==> config.mk <==
export PLATFORM = sky130hd
export DESIGN_NAME = adc_voltage_statistics
export DESIGN_NICKNAME = d
export VERILOG_FILES = /design/src/design/avs_pkg.sv /design/src/design/avs_front.sv /design/src/design/avs_back.sv /design/src/design/adc_voltage_statistics.sv
export SDC_FILE = /design/constraint.sdc
export NUM_CORES = 2
export LEC_CHECK = 0
export ABC_AREA = 1
export BUFFER_PORTS_ARGS = -buffer_cell sky130_fd_sc_hd__buf_4
export CAP_MARGIN = 25
export CORE_ASPECT_RATIO = 0.5
export CORE_MARGIN = 2
export CORE_UTILIZATION = 45
export CTS_BUF_LIST = sky130_fd_sc_hd__clkbuf_4
export CTS_CLUSTER_DIAMETER = 30
export DETAILED_ROUTE_END_ITERATION = 16
export GPL_TIMING_DRIVEN = 0
export PLACE_DENSITY = 0.72
export SETUP_SLACK_MARGIN = 0.1
export SLEW_MARGIN = 20
export SYNTH_ARGS = -nofsm -noshare
export SYNTH_HDL_FRONTEND = slang
export SYNTH_SLANG_ARGS = --single-unit
==> constraint.sdc <==
create_clock -name i_clk -period 5.1 [get_ports i_clk]
set_input_delay 1.02 -clock i_clk [delete_from_list [all_inputs] [get_ports i_clk]]
set_output_delay 1.02 -clock i_clk [all_outputs]
set_load 0.03 [all_outputs]
==> src/design/avs_pkg.sv <==
`timescale 1ns / 1ps
// ----------------------------------------------------------------------------
// avs_pkg
// Shared types and constants for the converter voltage statistics block.
// ----------------------------------------------------------------------------
package avs_pkg;

    // Input kind codes as they arrive on the stream
    localparam int KIND_BITS = 2;
    localparam logic [KIND_BITS-1:0] KIND_SAMPLE = 2'd0;
    localparam logic [KIND_BITS-1:0] KIND_START  = 2'd1;
    localparam logic [KIND_BITS-1:0] KIND_CLEAR  = 2'd2;

    // Operation codes after classification
    typedef logic [1:0] t_code;
    localparam t_code OP_SAMPLE = 2'd0;
    localparam t_code OP_START  = 2'd1;
    localparam t_code OP_CLEAR  = 2'd2;
    localparam t_code OP_NONE   = 2'd3;

    // Scaled result fields and full-scale register
    localparam int CV_BITS  = 10;
    localparam int FS_BITS  = 10;
    localparam int QUO_BITS = 10;
    localparam logic [FS_BITS-1:0] FS_RESET = 10'd500;

    // Configuration port
    localparam int APB_ADDR_BITS = 3;
    localparam int APB_DATA_BITS = 32;
    localparam logic REG_FULL_SCALE = 1'b0;   // word index taken from paddr[2]

endpackage

==> src/design/avs_front.sv <==
`timescale 1ns / 1ps
// ----------------------------------------------------------------------------
// avs_front
// Accepts input items, classifies them into operations and holds them in a
// two-entry queue for the execution side.
// ----------------------------------------------------------------------------
module avs_front #(
    parameter int SAMPLE_BITS = 10
) (
    input  logic                          i_clk,
    input  logic                          i_rst_n,
    input  logic                          i_s_valid,
    output logic                          o_s_ready,
    input  logic [avs_pkg::KIND_BITS-1:0] i_kind,
    input  logic [SAMPLE_BITS-1:0]        i_value,
    output logic                          o_q_valid,
    output avs_pkg::t_code                o_q_code,
    output logic [SAMPLE_BITS-1:0]        o_q_value,
    input  logic                          i_q_pop
);
    import avs_pkg::*;

    t_code                  r_code  [2];
    logic [SAMPLE_BITS-1:0] r_value [2];
    logic                   r_wr_ptr;
    logic                   r_rd_ptr;
    logic [1:0]             r_count;
    t_code                  n_code;
    logic                   w_push;
    logic                   w_pop;

    // classify the incoming kind
    always_comb begin
        unique case (i_kind)
            KIND_SAMPLE: n_code = OP_SAMPLE;
            KIND_START:  n_code = OP_START;
            KIND_CLEAR:  n_code = OP_CLEAR;
            default:     n_code = OP_NONE;
        endcase
    end

    assign o_s_ready = (r_count != 2'd2);
    assign w_push    = i_s_valid && o_s_ready;
    assign w_pop     = i_q_pop && o_q_valid;
    assign o_q_valid = (r_count != 2'd0);
    assign o_q_code  = r_code[r_rd_ptr];
    assign o_q_value = r_value[r_rd_ptr];

    // queue pointers and fill level
    always_ff @(posedge i_clk) begin
        if (!i_rst_n) begin
            r_wr_ptr <= 1'b0;
            r_rd_ptr <= 1'b0;
            r_count  <= 2'd0;
        end else begin
            if (w_push) r_wr_ptr <= ~r_wr_ptr;
            if (w_pop)  r_rd_ptr <= ~r_rd_ptr;
            if (w_push && !w_pop)      r_count <= r_count + 2'd1;
            else if (w_pop && !w_push) r_count <= r_count - 2'd1;
        end
    end

    // queue entries
    always_ff @(posedge i_clk) begin
        if (w_push) begin
            r_code[r_wr_ptr]  <= n_code;
            r_value[r_wr_ptr] <= i_value;
        end
    end

endmodule

==> src/design/avs_back.sv <==
`timescale 1ns / 1ps
// ----------------------------------------------------------------------------
// avs_back
// Executes queued operations on the statistics, scales the values, divides
// for the average and holds the result in the output register.
// ----------------------------------------------------------------------------
module avs_back #(
    parameter int SAMPLE_BITS = 10,
    parameter int COUNT_BITS  = 32,
    parameter int OUT_W       = 80
) (
    input  logic                         i_clk,
    input  logic                         i_rst_n,
    input  logic [avs_pkg::FS_BITS-1:0]  i_full_scale,
    input  logic                         i_q_valid,
    input  avs_pkg::t_code               i_q_code,
    input  logic [SAMPLE_BITS-1:0]       i_q_value,
    output logic                         o_q_pop,
    output logic                         o_m_valid,
    input  logic                         i_m_ready,
    output logic [OUT_W-1:0]             o_m_data
);
    import avs_pkg::*;

    localparam int SB  = SAMPLE_BITS;
    localparam int CB  = COUNT_BITS;
    localparam int W   = SB + CB;          // sum width
    localparam int H   = W / 2;            // low half of sum for partial products
    localparam int PW  = SB + FS_BITS;     // scaled product width
    localparam int NW  = CB + QUO_BITS;    // divider width
    localparam int STEP_BITS = $clog2(QUO_BITS);

    localparam int OFS_CUR = 0;
    localparam int OFS_MIN = CV_BITS;
    localparam int OFS_MAX = 2 * CV_BITS;
    localparam int OFS_AVG = 3 * CV_BITS;
    localparam int OFS_CNT = 4 * CV_BITS;
    localparam int OFS_RUN = 4 * CV_BITS + CB;

    localparam logic [2:0] S_IDLE = 3'd0;
    localparam logic [2:0] S_MUL  = 3'd1;
    localparam logic [2:0] S_ADD  = 3'd2;
    localparam logic [2:0] S_DIV  = 3'd3;
    localparam logic [2:0] S_DONE = 3'd4;

    logic [2:0]              r_state;
    logic [SB-1:0]           r_latest;
    logic [SB-1:0]           r_min;
    logic [SB-1:0]           r_max;
    logic [CB-1:0]           r_count;
    logic [W-1:0]            r_sum;
    logic                    r_running;
    logic                    r_first;
    logic [H+FS_BITS-1:0]    r_lo;
    logic [W-H+FS_BITS-1:0]  r_hi;
    logic [CV_BITS-1:0]      r_cur_cv;
    logic [CV_BITS-1:0]      r_min_cv;
    logic [CV_BITS-1:0]      r_max_cv;
    logic [NW-1:0]           r_rem;
    logic [NW-1:0]           r_dsr;
    logic [QUO_BITS-1:0]     r_quo;
    logic [STEP_BITS-1:0]    r_step;
    logic                    r_m_valid;
    logic [OUT_W-1:0]        r_m_data;

    logic [PW-1:0]           w_cur_prod;
    logic [PW-1:0]           w_min_prod;
    logic [PW-1:0]           w_max_prod;
    logic [W+FS_BITS-1:0]    w_prod;
    logic                    w_ge;
    logic                    w_load;
    logic [CV_BITS-1:0]      w_avg;
    logic [OUT_W-1:0]        n_m_data;

    assign o_q_pop = (r_state == S_IDLE) && i_q_valid;

    // scaling multipliers for the latest, minimum and maximum values
    assign w_cur_prod = PW'(r_latest) * PW'(i_full_scale);
    assign w_min_prod = PW'(r_min) * PW'(i_full_scale);
    assign w_max_prod = PW'(r_max) * PW'(i_full_scale);

    // recombine the two partial products of sum * full scale
    assign w_prod = {r_hi, {H{1'b0}}} + (W + FS_BITS)'(r_lo);

    // restoring division step
    assign w_ge = (r_rem >= r_dsr);

    assign w_avg  = (r_count == '0) ? '0 : r_quo;
    assign w_load = (r_state == S_DONE) && (!r_m_valid || i_m_ready);

    // result packing, lowest field first
    always_comb begin
        n_m_data = '0;
        n_m_data[OFS_CUR +: CV_BITS] = r_cur_cv;
        n_m_data[OFS_MIN +: CV_BITS] = r_min_cv;
        n_m_data[OFS_MAX +: CV_BITS] = r_max_cv;
        n_m_data[OFS_AVG +: CV_BITS] = w_avg;
        n_m_data[OFS_CNT +: CB]      = r_count;
        n_m_data[OFS_RUN]            = r_running;
    end

    // sequencer and statistics
    always_ff @(posedge i_clk) begin
        if (!i_rst_n) begin
            r_state   <= S_IDLE;
            r_latest  <= '0;
            r_min     <= '0;
            r_max     <= '0;
            r_count   <= '0;
            r_sum     <= '0;
            r_running <= 1'b0;
            r_first   <= 1'b0;
        end else begin
            unique case (r_state)
                S_IDLE: begin
                    if (i_q_valid) begin
                        r_state <= S_MUL;
                        unique case (i_q_code)
                            OP_SAMPLE: begin
                                if (r_running) begin
                                    r_latest <= i_q_value;
                                    if (r_first) begin
                                        r_min   <= i_q_value;
                                        r_max   <= i_q_value;
                                        r_first <= 1'b0;
                                    end else begin
                                        if (i_q_value < r_min) r_min <= i_q_value;
                                        if (i_q_value > r_max) r_max <= i_q_value;
                                    end
                                    // count and sum hold once the count saturates
                                    if (!(&r_count)) begin
                                        r_count <= r_count + 1'b1;
                                        r_sum   <= r_sum + W'(i_q_value);
                                    end
                                end
                            end
                            OP_START: begin
                                r_running <= 1'b1;
                                r_first   <= 1'b1;
                            end
                            OP_CLEAR: begin
                                r_latest  <= '0;
                                r_min     <= '0;
                                r_max     <= '0;
                                r_count   <= '0;
                                r_sum     <= '0;
                                r_running <= 1'b0;
                                r_first   <= 1'b0;
                            end
                            default: ;
                        endcase
                    end
                end
                S_MUL:  r_state <= S_ADD;
                S_ADD:  r_state <= S_DIV;
                S_DIV:  if (r_step == '0) r_state <= S_DONE;
                S_DONE: if (w_load) r_state <= S_IDLE;
                default: r_state <= S_IDLE;
            endcase
        end
    end

    // arithmetic datapath
    always_ff @(posedge i_clk) begin
        unique case (r_state)
            S_MUL: begin
                r_lo     <= (H + FS_BITS)'(r_sum[H-1:0]) * (H + FS_BITS)'(i_full_scale);
                r_hi     <= (W - H + FS_BITS)'(r_sum[W-1:H])
                            * (W - H + FS_BITS)'(i_full_scale);
                r_cur_cv <= w_cur_prod[PW-1:SB];
                r_min_cv <= w_min_prod[PW-1:SB];
                r_max_cv <= w_max_prod[PW-1:SB];
            end
            S_ADD: begin
                r_rem  <= w_prod[W+FS_BITS-1:SB];
                r_dsr  <= NW'(r_count) << (QUO_BITS - 1);
                r_quo  <= '0;
                r_step <= STEP_BITS'(QUO_BITS - 1);
            end
            S_DIV: begin
                if (w_ge) r_rem <= r_rem - r_dsr;
                r_quo  <= {r_quo[QUO_BITS-2:0], w_ge};
                r_dsr  <= r_dsr >> 1;
                r_step <= r_step - 1'b1;
            end
            default: ;
        endcase
    end

    // output register
    always_ff @(posedge i_clk) begin
        if (!i_rst_n) begin
            r_m_valid <= 1'b0;
        end else if (w_load) begin
            r_m_valid <= 1'b1;
        end else if (i_m_ready) begin
            r_m_valid <= 1'b0;
        end
    end

    always_ff @(posedge i_clk) begin
        if (w_load) r_m_data <= n_m_data;
    end

    assign o_m_valid = r_m_valid;
    assign o_m_data  = r_m_data;

endmodule

==> src/design/adc_voltage_statistics.sv <==
`timescale 1ns / 1ps
// ----------------------------------------------------------------------------
// adc_voltage_statistics
// Voltmeter statistics on converter samples: latest, minimum, maximum and
// average in hundredths of a volt, with sample count and running flag.
// ----------------------------------------------------------------------------
// An accepted item passes the back end's update, multiply, add, 10-step average
// divider and output-load states in order; output load waits for a free output
// register, and the back end takes no new item until that load is done.
// Input side takes up to two further items while the back end is busy.
// Reset (synchronous, active low) clears statistics, queue and output valid;
// full scale returns to 500.
module adc_voltage_statistics #(
    parameter int SAMPLE_BITS = 10,
    parameter int COUNT_BITS  = 32
) (
    input  logic                                    i_clk,
    input  logic                                    i_rst_n,
    // input stream
    input  logic                                    s_axis_tvalid,
    output logic                                    s_axis_tready,
    input  logic [((SAMPLE_BITS+7)/8)*8-1:0]        s_axis_tdata,  // sample_value
    input  logic [avs_pkg::KIND_BITS-1:0]           s_axis_tuser,  // kind
    // result stream
    output logic                                    m_axis_tvalid,
    input  logic                                    m_axis_tready,
    // current, min, max, avg centivolts (10 each), samples_taken, is_running
    output logic [((4*avs_pkg::CV_BITS+COUNT_BITS+1+7)/8)*8-1:0] m_axis_tdata,
    // configuration
    input  logic                                    psel,
    input  logic                                    penable,
    input  logic                                    pwrite,
    input  logic [avs_pkg::APB_ADDR_BITS-1:0]       paddr,
    input  logic [avs_pkg::APB_DATA_BITS-1:0]       pwdata,
    output logic [avs_pkg::APB_DATA_BITS-1:0]       prdata,
    output logic                                    pready
);
    import avs_pkg::*;

    localparam int OUT_W = ((4 * CV_BITS + COUNT_BITS + 1 + 7) / 8) * 8;

    logic [FS_BITS-1:0]     r_full_scale;
    logic                   w_q_valid;
    t_code                  w_q_code;
    logic [SAMPLE_BITS-1:0] w_q_value;
    logic                   w_q_pop;

    // configuration register
    assign pready = 1'b1;

    always_ff @(posedge i_clk) begin
        if (!i_rst_n) begin
            r_full_scale <= FS_RESET;
        end else if (psel && penable && pwrite && pready
                     && (paddr[2] == REG_FULL_SCALE)) begin
            r_full_scale <= pwdata[FS_BITS-1:0];
        end
    end

    assign prdata = (paddr[2] == REG_FULL_SCALE) ? APB_DATA_BITS'(r_full_scale) : '0;

    avs_front #(
        .SAMPLE_BITS (SAMPLE_BITS)
    ) u_front (
        .i_clk     (i_clk),
        .i_rst_n   (i_rst_n),
        .i_s_valid (s_axis_tvalid),
        .o_s_ready (s_axis_tready),
        .i_kind    (s_axis_tuser),
        .i_value   (s_axis_tdata[SAMPLE_BITS-1:0]),
        .o_q_valid (w_q_valid),
        .o_q_code  (w_q_code),
        .o_q_value (w_q_value),
        .i_q_pop   (w_q_pop)
    );

    avs_back #(
        .SAMPLE_BITS (SAMPLE_BITS),
        .COUNT_BITS  (COUNT_BITS),
        .OUT_W       (OUT_W)
    ) u_back (
        .i_clk        (i_clk),
        .i_rst_n      (i_rst_n),
        .i_full_scale (r_full_scale),
        .i_q_valid    (w_q_valid),
        .i_q_code     (w_q_code),
        .i_q_value    (w_q_value),
        .o_q_pop      (w_q_pop),
        .o_m_valid    (m_axis_tvalid),
        .i_m_ready    (m_axis_tready),
        .o_m_data     (m_axis_tdata)
    );

endmodule

# After elaboration in Yosys (flattened, before gate mapping)
# Memory sizes are Yosys's and may differ from the RTL's. A register that Yosys moved wholly into a read port is not among the register bits.
# Cells that the tools add are included.
[word_totals] register_bits=387 mem_bits_rw=24 output_inout_bits=115 word_cells=135 memories=2
[mem_list] memory="u_front.r_value" words=2 width=10 read_ports=1 rd_ports_with_merged_regs=1 write_ports=1 line_no="avs_front.sv:24" source="logic [SAMPLE_BITS-1:0] r_value [2];"
[mem_list] memory="u_front.r_code" words=2 width=2 read_ports=1 rd_ports_with_merged_regs=1 write_ports=1 line_no="avs_front.sv:23" source="t_code r_code [2];"
[classes] n_addsub=7 n_mul=5 magnitude_cmp=3 n_eq_ne=17 mux=40 bitwise=3 reduce_logical=34
[op_table] cell="case mux 42 bit (2 select lines)" count=3
[op_table] cell="two-way mux 42 bit" count=3
[op_table] cell="two-way mux 10 bit" count=8
[op_table] cell="case mux 10 bit (2 select lines)" count=4
[op_table] cell="two-way mux 32 bit" count=2
[op_table] cell="case mux 32 bit (2 select lines)" count=1
[op_table] cell="multiplier 21 x 10 -> 31 bit" count=2
[op_table] cell="multiplier 10 x 10 -> 20 bit" count=3
[op_table] cell="adder 52 x 31 -> 52 bit" count=1
[op_table] cell="adder 42 x 10 -> 42 bit" count=1
[op_table] cell="greater-or-equal comparator 42 bit" count=1
[op_table] cell="subtractor 42 bit" count=1
[op_table] cell="adder 32 x 1 -> 32 bit, second input constant" count=1
[op_table] cell="zero test 32 bit" count=1
[op_table] cell="AND reduction 32 bit" count=1
[op_table] cell="case mux 3 bit (5 select lines)" count=1
[op_table] cell="AND reduction 5 bit" count=3
[op_table] cell="nonzero test 2 bit" count=6
[op_table] cell="> comparator 10 bit" count=1
[op_table] cell="less-than comparator 10 bit" count=1
[op_table] cell="!= test 2 x 1 -> 1 bit, second input constant" count=5
[op_table] cell="logical AND 1 bit" count=9
[op_table] cell="two-way mux 1 bit" count=9
[op_table] cell="two-way mux 3 bit" count=3
[op_table] cell="other kinds (25)" count=38

# Depth between registers and ports, before layout
[logic_depth] word_depth=6 ltp_mapped=25 ltp_nobuf=22

# Cells and area by module
# A second synthesis with hierarchy kept.
[unflattened] hier_cells=6115 hier_area_um2=45730.1
[by_module_without_submodules] module="avs_back" n_inst=1 cells_per_inst=5936 area_each_um2=43904.6 seq_area_each_um2=9769.4
[by_module_without_submodules] module="avs_front" n_inst=1 cells_per_inst=76 area_each_um2=1133.6 seq_area_each_um2=820.8
[by_module_without_submodules] module="adc_voltage_statistics" n_inst=1 cells_per_inst=103 area_each_um2=691.9 seq_area_each_um2=200.2

# Least setup slack after synthesis
# Ideal clock, no wire load.
[synth_path] kind="register to register" from="register r_full_scale[1]" to="register u_back.r_hi[18] (data pin)" setup_ns=0.252 arrival_time_ns=5.103 required_time_ns=4.848 setup_slack_ns=-0.256 path_stages_with_launch=23 n_path_buf=3 path_cell_list="dfxtp_1 clkbuf_1 clkbuf_1 buf_1 nand2_1 fa_1 inv_1 fa_1 inv_1 fa_1 inv_1 fa_1 inv_1 fa_1 inv_1 ha_1 nand2_1 o21ai_0 a21oi_1 o21ai_0 nand3_1 nand3_1 nand2_1"
[synth_via] elab_chain_cells=1
[synth_rtl] item="from (decl)" line_no="adc_voltage_statistics.sv:42" source="logic [FS_BITS-1:0] r_full_scale;"
[synth_rtl] item="from (signal assigned)" line_no="adc_voltage_statistics.sv:56" source="r_full_scale <= pwdata[FS_BITS-1:0];"
[synth_rtl] item="multiplier 21 x 10 -> 31 bit" line_no="avs_back.sv:169" source="* (W - H + FS_BITS)'(i_full_scale);"
[synth_rtl] item="to (signal assigned)" line_no="avs_back.sv:168" source="r_hi <= (W - H + FS_BITS)'(r_sum[W-1:H])"
[synth_rtl] item="to (decl)" line_no="avs_back.sv:55" source="logic [W-H+FS_BITS-1:0] r_hi;"
# Every way passes these cells.
# A chain may end at the register's enable or synchronous reset.

# Worst setup path after layout
[layout_path] from="register u_back.r_sum[7]" to="register u_back.r_lo[27] (data pin)"
[layout_via] elab_chain_cells=1
[layout_rtl] item="from (decl)" line_no="avs_back.sv:51" source="logic [W-1:0] r_sum;"
[layout_rtl] item="from (signal assigned)" line_no="avs_back.sv:133" source="r_sum <= r_sum + W'(i_q_value);"
[layout_rtl] item="multiplier 21 x 10 -> 31 bit" line_no="avs_back.sv:167" source="r_lo <= (H + FS_BITS)'(r_sum[H-1:0]) * (H + FS_BITS)'(i_full_scale);"
[layout_rtl] item="to (signal assigned)" line_no="avs_back.sv:167"
[layout_rtl] item="to (decl)" line_no="avs_back.sv:54" source="logic [H+FS_BITS-1:0] r_lo;"
# Every way passes these cells.

==> reports/metrics.yaml <==
outcome:
  status: "finished with violations"
  violations: "setup timing"
synthesis:
  synth_flop_cell: "edfxtp_1"
  synth_top_cell_area_share_pct: 21.08
  syn_area_um2: 46060
  muxShareOfSynthArea_pct: 0
  avgSynthCellArea_um2: 7.484
  syn_inst: 6155
  ys_seq_area_share_pct: 23.43
  synth_area_leaders: "fa_1, edfxtp_1, nand2_1, inv_1, ha_1"
  synth-compound-area-share_pct: 6.739
  synth_top_family_by_area: "adder cells"
  synth_enable_flop_cells: 276
  synth_warnings: 0
  ys_seq_elements: 401
  synthArstFlopShare_pct: 0
  synth_top_cell_by_area: "fa_1"
  synth-simple-area-share_pct: 23.23
  synth_xor_area_share_pct: 1.559
  synth_cell_types: 54
  synthAdderAreaFrac_pct: 31.32
flow_run:
  maxCapViolations: 0
route:
  vias: 41200
  drc: 0
  drtPass1Iterations: 8
  vias_per_cell: 5.193
  wl_per_cell_um: 17.53
  drt_wl_total_mm: 139.1
  drt-initial-drc-count: 3924
  antenna_left: 0
worst_setup_path:
  worstPathRequired_ns: 5.88
  crit_type: "reg2reg"
  crit_arrival_ns: 5.88
  critPathMostFrequentCell: "fa_1"
  cpPeakStageDelay_ns: 0.54
  cp_max_fo: 10
  crit_buf_inv: 6
  endpoint_kind: "flip-flop"
  path_cells: "buf_6, nand2_1, fa_1, inv_1, fa_1, fa_1, fa_1, inv_1, fa_1, inv_2, ha_4, nand2_4, inv_2, a21oi_2, nand3_2, buf_6, nand4_1, nand3_1, nand2_1, nand2_2"
  crit_family: "adder cells"
  crit_slowest_cell: "fa_1"
  startpoint_type: "flip-flop"
power_and_ir_drop:
  p_leak_nw: 28.78
  sequentialPowerShare_pct: 22.7
  p_int_w: 0.01150
  combPwrFrac_pct: 62.1
  p_sw_w: 0.01071
  power_switching_share_pct: 48.24
  power_frac_clock_pct: 15.2
  p_per_area_nw_per_um2: 410.9
  vdd_drop_max_v: 0.0003900
place:
  hpwl_mm: 107.0
  port_buffers: 112
  dpl_worst_slack_ns: -1.317
  gp_congestion: 0.9987
sta:
  fmax_mhz: 195.9
  final.setup_skew_ns: 0.03851
  hold_violations: 0
  setup_viol: 2
  drv_slew: 0
  maxSlewHeadroom_pct: 33.07
  worstMarginPinSlew_ns: 1.004
  final.setup.tns_ns: -0.005453
  rsz0062_at_grt: "true"
  setup_ws_ns: -0.005286
  min_period_ns: 5.105
  final.period_utilization_pct: 100.1
clock_network:
  cts_sinks: 401
  clock_latency_ns: 1.06
  path_clk_slew_ns: 0.08
  clockRootBuffer: "clkbuf_4"
  htree_levels: 3
  cts-buffers-inserted: 103
  cts_tree: "yes"
  ctsHoldBuffers: 0
  clk_path_buf_depth: 3
final_layout:
  fillers: 9216
  fin_util_pct: 53.64
  drive_gt1_share_pct: 14.84
  nets: 7421
  area_growth_pct: 17.34
floorplanning:
  initial_core_util_pct: 45.72
  die-area_um2: 105100
  row_count: 82
  core_um2: 100800
  die_w_um: 456.5
  die_y_um: 230.2
  io_pins: 175
global_routing:
  grt_pass1_wl_mm: 211.8
  grt_antenna_before_repair: 5
  first_global_vias: 39508
  gr-total-overflow: 0
  grt_use_total_pct: 25.60
  grt_max_degree: 31
hold_path:
  hold_class: "in2reg"
Yosys cell counts (5+ instances only):
cell type / count
a21boi_0: 7
a21o_1: 18
a21oi_1: 245
a21oi_2: 15
a31oi_1: 7
buf_1: 17
buf_2: 8
buf_4: 31
buf_6: 10
clkbuf_1: 168
dfxtp_1: 125
edfxtp_1: 276
fa_1: 485
ha_1: 377
inv_1: 1385
nand2_1: 1782
nand3_1: 231
nand3b_1: 14
nand4_1: 70
nor2_1: 420
nor2_4: 5
nor3_1: 60
nor4_1: 16
o211ai_1: 13
o21a_1: 15
o21ai_0: 185
o21ai_1: 6
o21ai_2: 11
o21bai_1: 21
or2_2: 12
xnor2_1: 27
xor2_1: 55
cells by family after synthesis:
logic type,count (synthesis)
simple gates,2632
buf+inv,1623
fa+ha+maj,862
compound gates,553
flops,401
xor+xnor,82
other cells,2
through the flow:
| stage | total power, W | cell area (um^2) | cells | hold WS, ns |
|---|---|---|---|---|
| after floorplan | 0.01365 | 46180 | 6183 | 0.4003 |
| after global placement | 0.01695 | 48700 | 7639 | 0.4023 |
| after detailed placement | 0.01717 | 48980 | 7651 | 0.4052 |
| after CTS | 0.02118 | 51750 | 7858 | 0.06683 |
| after global routing | 0.02412 | 54050 | 7932 | 0.05303 |
| final | 0.02221 | 54050 | 7933 | 0.1653 |
worst paths after layout:
kind                 startpoint                    end  slack [ns]  cells past startpoint
min reg2reg  u_back.r_min_cv[4]    u_back.o_m_data[14]        0.42                      0
max             u_back.r_sum[7]        u_back.r_lo[27]      -0.005                     20
min             s_axis_tdata[5]  u_front.r_value[0][5]        0.17                      1
max reg2reg     u_back.r_sum[7]        u_back.r_lo[27]      -0.005                     20
power groups by stage:
stage	registers (W)	logic [W]	clock network (W)
floorplan	0.00530	0.00836	0
global placement	0.00518	0.0118	0
detailed placement	0.00510	0.0121	0
CTS	0.00505	0.0127	0.00344
global route	0.00512	0.0154	0.00361
finish	0.00505	0.0138	0.00337
registers in the layout (all words and copies together), names as in the netlist, 20 cells and up, named ones only:
name / count
u_back.r_sum: 42
u_back.r_dsr: 41
u_back.o_m_data: 73
u_back.r_rem: 42
u_back.r_count: 32
u_back.r_hi: 31
u_back.r_lo: 21
u_front.r_value: 20
final cells by class:
cell class | instances | area, um^2 | area share (%)
Antenna cell | 6 | 15.01 | 0.02778
Buffer | 226 | 1861 | 3.442
Clock buffer | 136 | 1021 | 1.889
Clock inverter | 53 | 526.8 | 0.9746
Inverter | 1388 | 5215 | 9.649
Multi-Input combinational cell | 4159 | 30830 | 57.05
Sequential cell | 401 | 10830 | 20.04
Tap cell | 1344 | 1682 | 3.111
Timing Repair Buffer | 220 | 2063 | 3.817
worst reg2reg max path, cell delays in order (launching register included):
cell	delay, ns
dfxtp_1	0.53
buf_6	0.23
nand2_1	0.10
fa_1	0.54
inv_1	0.05
fa_1	0.48
fa_1	0.51
fa_1	0.53
inv_1	0.06
fa_1	0.53
inv_2	0.05
ha_4	0.26
nand2_4	0.12
inv_2	0.04
a21oi_2	0.17
nand3_2	0.15
buf_6	0.15
nand4_1	0.09
nand3_1	0.09
nand2_1	0.09
nand2_2	0.06
what timing repair did:
item	CTS	global route
cloned	0	5
pin swaps	26	177
setup buffers	25	65
gates resized for setup	340	533
endpoints found under the setup margin	76	67
layer usage:
layer | GRT usage [%] | wire length (um)
met3 | 5.087 | 13340
met5 | 0 | 0
met4 | 10.71 | 6802
met2 | 41.09 | 61750
met1 | 33.81 | 57200
placed cells by master, fill, tap and decap left out, types with 36 or more instances in the layout:
| master | instances |
|---|---|
| a21oi_1 | 200 |
| a21oi_2 | 50 |
| buf_4 | 233 |
| clkbuf_1 | 38 |
| clkbuf_2 | 36 |
| clkbuf_4 | 156 |
| dfxtp_1 | 105 |
| edfxtp_1 | 276 |
| fa_1 | 475 |
| ha_1 | 326 |
| ha_4 | 44 |
| inv_1 | 1338 |
| inv_2 | 49 |
| nand2_1 | 1720 |
| nand2_2 | 46 |
| nand3_1 | 212 |
| nand4_1 | 70 |
| nor2_1 | 372 |
| nor3_1 | 53 |
| o21ai_0 | 155 |
| xor2_1 | 45 |
Note: power is estimated with default switching activity, not from simulation.
